<file path="src/rtl/mss_pkg.sv">
// ----------------------------------------------------------------------------
// mss_pkg
// shared constants and types for the maximal scoring segments block
// ----------------------------------------------------------------------------
`default_nettype none

package mss_pkg;

  localparam int STACK_DEPTH_DEF = 64;
  localparam int POS_WIDTH_DEF   = 24;
  localparam int SUM_WIDTH_DEF   = 40;

  localparam int SCORE_WIDTH = 16;
  localparam int IN_DATA_W   = 16;

  // configuration port
  localparam int APB_ADDR_W = 3;
  localparam logic [0:0] REG_FIRST_POSITION = 1'b0;

  // request handed from the front to the back
  typedef struct packed {
    logic signed [SCORE_WIDTH-1:0] score;
    logic                          last_item;
    logic                          positive;
  } item_t;

endpackage

`default_nettype wire

</file>
<file path="src/rtl/mss_front.sv">
// ----------------------------------------------------------------------------
// mss_front
// accepts score requests, tags positive scores and queues them for the core
// ----------------------------------------------------------------------------
`default_nettype none

module mss_front (
  input  wire logic                            clk,
  input  wire logic                            rst,
  input  wire logic                            in_valid,
  output logic                                 in_ready,
  input  wire logic [mss_pkg::SCORE_WIDTH-1:0] in_score,
  input  wire logic                            in_last,
  output logic                                 q_valid,
  input  wire logic                            q_pop,
  output mss_pkg::item_t                       q_item
);

  mss_pkg::item_t slot [2];
  logic       wr_ptr;
  logic       rd_ptr;
  logic [1:0] fill;
  logic       push;
  logic       pop;

  assign in_ready = (fill != 2'd2);
  assign q_valid  = (fill != 2'd0);
  assign q_item   = slot[rd_ptr];
  assign push     = in_valid && in_ready;
  assign pop      = q_pop && q_valid;

  always_ff @(posedge clk) begin
    if (push) begin
      slot[wr_ptr].score     <= in_score;
      slot[wr_ptr].last_item <= in_last;
      slot[wr_ptr].positive  <= !in_score[mss_pkg::SCORE_WIDTH-1] && (in_score != '0);
    end
  end

  always_ff @(posedge clk) begin
    if (rst) begin
      wr_ptr <= 1'b0;
      rd_ptr <= 1'b0;
      fill   <= 2'd0;
    end else begin
      if (push) wr_ptr <= !wr_ptr;
      if (pop)  rd_ptr <= !rd_ptr;
      if (push && !pop)      fill <= fill + 2'd1;
      else if (pop && !push) fill <= fill - 2'd1;
    end
  end

endmodule

`default_nettype wire

</file>
<file path="config.mk">
export PLATFORM = sky130hd
export DESIGN_NAME = mss_front
export DESIGN_NICKNAME = d
export VERILOG_FILES = /design/src/rtl/mss_pkg.sv /design/src/rtl/mss_front.sv
export SDC_FILE = /design/constraint.sdc
export NUM_CORES = 1
export LEC_CHECK = 0
export BUFFER_PORTS_ARGS = -buffer_cell sky130_fd_sc_hd__buf_2
export CAP_MARGIN = 10
export CORE_UTILIZATION = 50
export DETAILED_ROUTE_END_ITERATION = 8
export MAX_ROUTING_LAYER = met4
export PLACE_DENSITY_LB_ADDON = 0.2
export SYNTH_ARGS = -nofsm -noshare
export SYNTH_HDL_FRONTEND = slang
export SYNTH_SLANG_ARGS = --single-unit
export TNS_END_PERCENT = 5
</file>
<file path="constraint.sdc">
create_clock -name clk -period 1.7 [get_ports clk]
set_input_delay 0 -clock clk [delete_from_list [all_inputs] [get_ports clk]]
set_output_delay 0 -clock clk [all_outputs]
set_load 0.02 [all_outputs]
</file>
==> run summary <==
status = complete, but fails checks
failing checks = DRC
WL final = 2850 µm
crit path to = fill[1]
leakage power = 0.823 nW
clock sinks = 41
Fin Hold WS = 144 ps
num ports = 41
ratio of cells with drive above 1 in the final layout = 0.487
Die Ht = 57.7 µm
syn avg cell area = 18.3 µm²
main flop type after synthesis = edfxtp_1
worst slew pin tran = 438 ps
Die ar. = 3330 µm²
CTS buffer count = 5
detailed-router iteration count before antenna repair = 6
Avg Vias per Cell = 5.15
Die W = 57.7 µm
R2R Setup Slk = 110 ps
final worst path period share = 0.933
final instance area = 2120 µm²
Startpoint Class = flip-flop
Clock Latency Late Sink = 340 ps
Peak VDD IR = 0.892 mV
vias in the first global route = 994
CP Cell Sequence = nand2b_2 > and2_1 > ha_4 > xor2_1 > or3_1 > a21oi_1
Non-Filler Instances = 185
Worst path top cell family by delay = simple AND/OR/NAND/NOR gates
postcts setup bufs = 0
Worst Hold Class = in -> reg
pin count of the biggest net entering global routing = 19
total nets after synthesis = 107
CTS H-Tree Depth = 2
CP Capture Type = flip-flop
R2R depth = 6
GRT overflow = 0
first-pass GRT wire length = 4410 µm
RR Endpoint = fill[1]
total track usage = 0.195
Critical Path AT = 1870 ps
multi-input logic area = 369 µm²
placed cell count = 158
drt drc = 3
detailed-route via count = 952
setup_tns = 0 ps
fillers = 182
crit-path max cell delay = 360 ps
fraction of registers with async set/reset = 0
Layout area overhead = 36.5%
Synth top area share = 0.697
crit path max-delay cell type = dfxtp_2
Routed wire per std cell = 15.4 µm
top achievable clock speed = 630 MHz
area leader, netlist = edfxtp_1
Distinct cells, synth = 21
Power Dens Cells = 1430 nW/µm²
final setup fails = 0
Post-synth EDFFs = 36
clock tree buffer depth = 2
DRT iter0 DRCs = 41
CP max FO = 5
Final nets = 175
CTS tree = yes
Routed Antenna Nets = 0
Cell Area, Synth = 1550 µm²
CP Buf/Inv Count = 0
Fin. Hold Viols = 0
Pwr Total = 3.02 mW
clk root buf = clkbuf_4
Reg area = 1180 µm²
RSZ-0062 raised after global routing = no
Synth top cells by count = edfxtp_1, mux2_2, dfxtp_1
Clock transition at path regs = 120 ps
dpl hpwl = 1710 µm
CP required = 1990 ps
RR Startpoint = fill[0]
Rows = 19
Max Slew Vio Count = 0
Starting Density = 0.544
DP Area = 1810 µm²
Setup crit start = fill[0]
Clock Skews = 8.00 ps
initial antenna violation count = 0
stages on the worst setup path = 6
Tmin final = 1590 ps
ranking of synthesized cells by area = edfxtp_1, mux2_2, dfxtp_1, xor2_1, nor4_1
crit path kind = reg -> reg
sequential fraction of the synthesis area = 0.761
post-synthesis register bit count = 41
GPL Wtd Cong = 0.747
Post-Synthesis Cells = 85
yosys warns = 0
total core area = 2850 µm²
Max-Cap Viols = 0
IO buf count = 40
antenna cells = 0
Slew HR = 0.705
most numerous cell in the Yosys netlist = edfxtp_1
## layout make-up
type / count / share of cell area
timing repair buffer: 63 / 0.199
inverter: 1 / 0.00177
clock inverter: 3 / 0.0307
multi-input combinational: 41 / 0.174
tap: 31 / 0.0183
clock buffer: 5 / 0.0177
sequential: 41 / 0.559
## placed cells by master (no fill, tap or decap)
cell / count
and3_1: 1
nand2b_2: 1
or3_1: 1
clkinv_2: 1
or2_2: 1
nand3b_1: 1
clkbuf_4: 5
o21ai_0: 2
mux2_2: 18
nor2_1: 3
dfxtp_2: 1
nor3_1: 1
inv_1: 1
xor2_1: 3
dfxtp_1: 4
buf_4: 4
edfxtp_1: 36
a21bo_2: 1
nor4_1: 3
dlygate4sd3_1: 19
ha_4: 1
bufinv_16: 2
and2_1: 1
buf_2: 40
a41oi_1: 1
a21oi_1: 2
## power breakdown
group	switching [mW]	total, mW	internal (mW)
registers	0.0550	1.32	1.27
clock network	0.305	0.761	0.455
logic	0.522	0.940	0.418
## what timing repair did
| item | CTS | global route |
|---|---|---|
| setup endpoints to repair | 0 | 1 |
| gates resized for setup | 0 | 3 |
| endpoints found under the hold margin | 41 | 0 |
| hold buffers | 19 | 0 |
## registers in the layout (all words and copies together), names as in the netlist, named ones only
| signal | flops |
|---|---|
| fill | 2 |
| slot | 36 |
| rd_ptr | 1 |
| wr_ptr | 1 |
## routing by layer
layer  vias to the layer above  GRT usage  routed length (µm)
met2                        29      0.329                1490
met1                       452      0.207                1160
met3                         7     0.0737                 140
met4                         0     0.0782                  55
met5                         -          -                   0
li1                        464          -                   -
## worst min path at each step
stage / from / endpoint / slack (ps) / cells past startpoint
2_1_floorplan: rst / fill[1] / 70 / 1
3_3_place_gp: in_last / slot[1][1] / 190 / 1
3_5_place_dp: in_last / slot[1][1] / 200 / 1
4_1_cts: q_pop / rd_ptr / 70 / 4
5_1_grt: q_pop / flip-flop / 120 / 4
6_report: q_pop / rd_ptr / 140 / 4
## kinds of logic (layout without fill, tap and decap cells)
group / after synthesis / after routing / share of synthesized area
multiplexers: 18 / 18 / 0.131
XOR/XNOR: 3 / 3 / 0.0169
adder cells (fa/ha/maj): 1 / 1 / 0.00806
buffers and inverters: 3 / 72 / 0.0105
flip-flops: 41 / 41 / 0.761
AND/OR/NAND/NOR: 13 / 13 / 0.0476
AO/OA/AOI/OAI: 6 / 6 / 0.0250
## worst reg2reg max path, cell delays in order, from the launching register on
cell	delay, ps
dfxtp_2	360
nand2b_2	210
and2_1	200
ha_4	160
xor2_1	150
or3_1	310
a21oi_1	150
## metrics by stage
step / util / worst slack, ps
after floorplan: - / 34.8
after global placement: 0.634 / 157
after detailed placement: 0.634 / 80.3
after CTS: 0.736 / 46.3
after global routing: 0.742 / 28.7
final: 0.742 / 113
(Power assumes the default switching activity.)
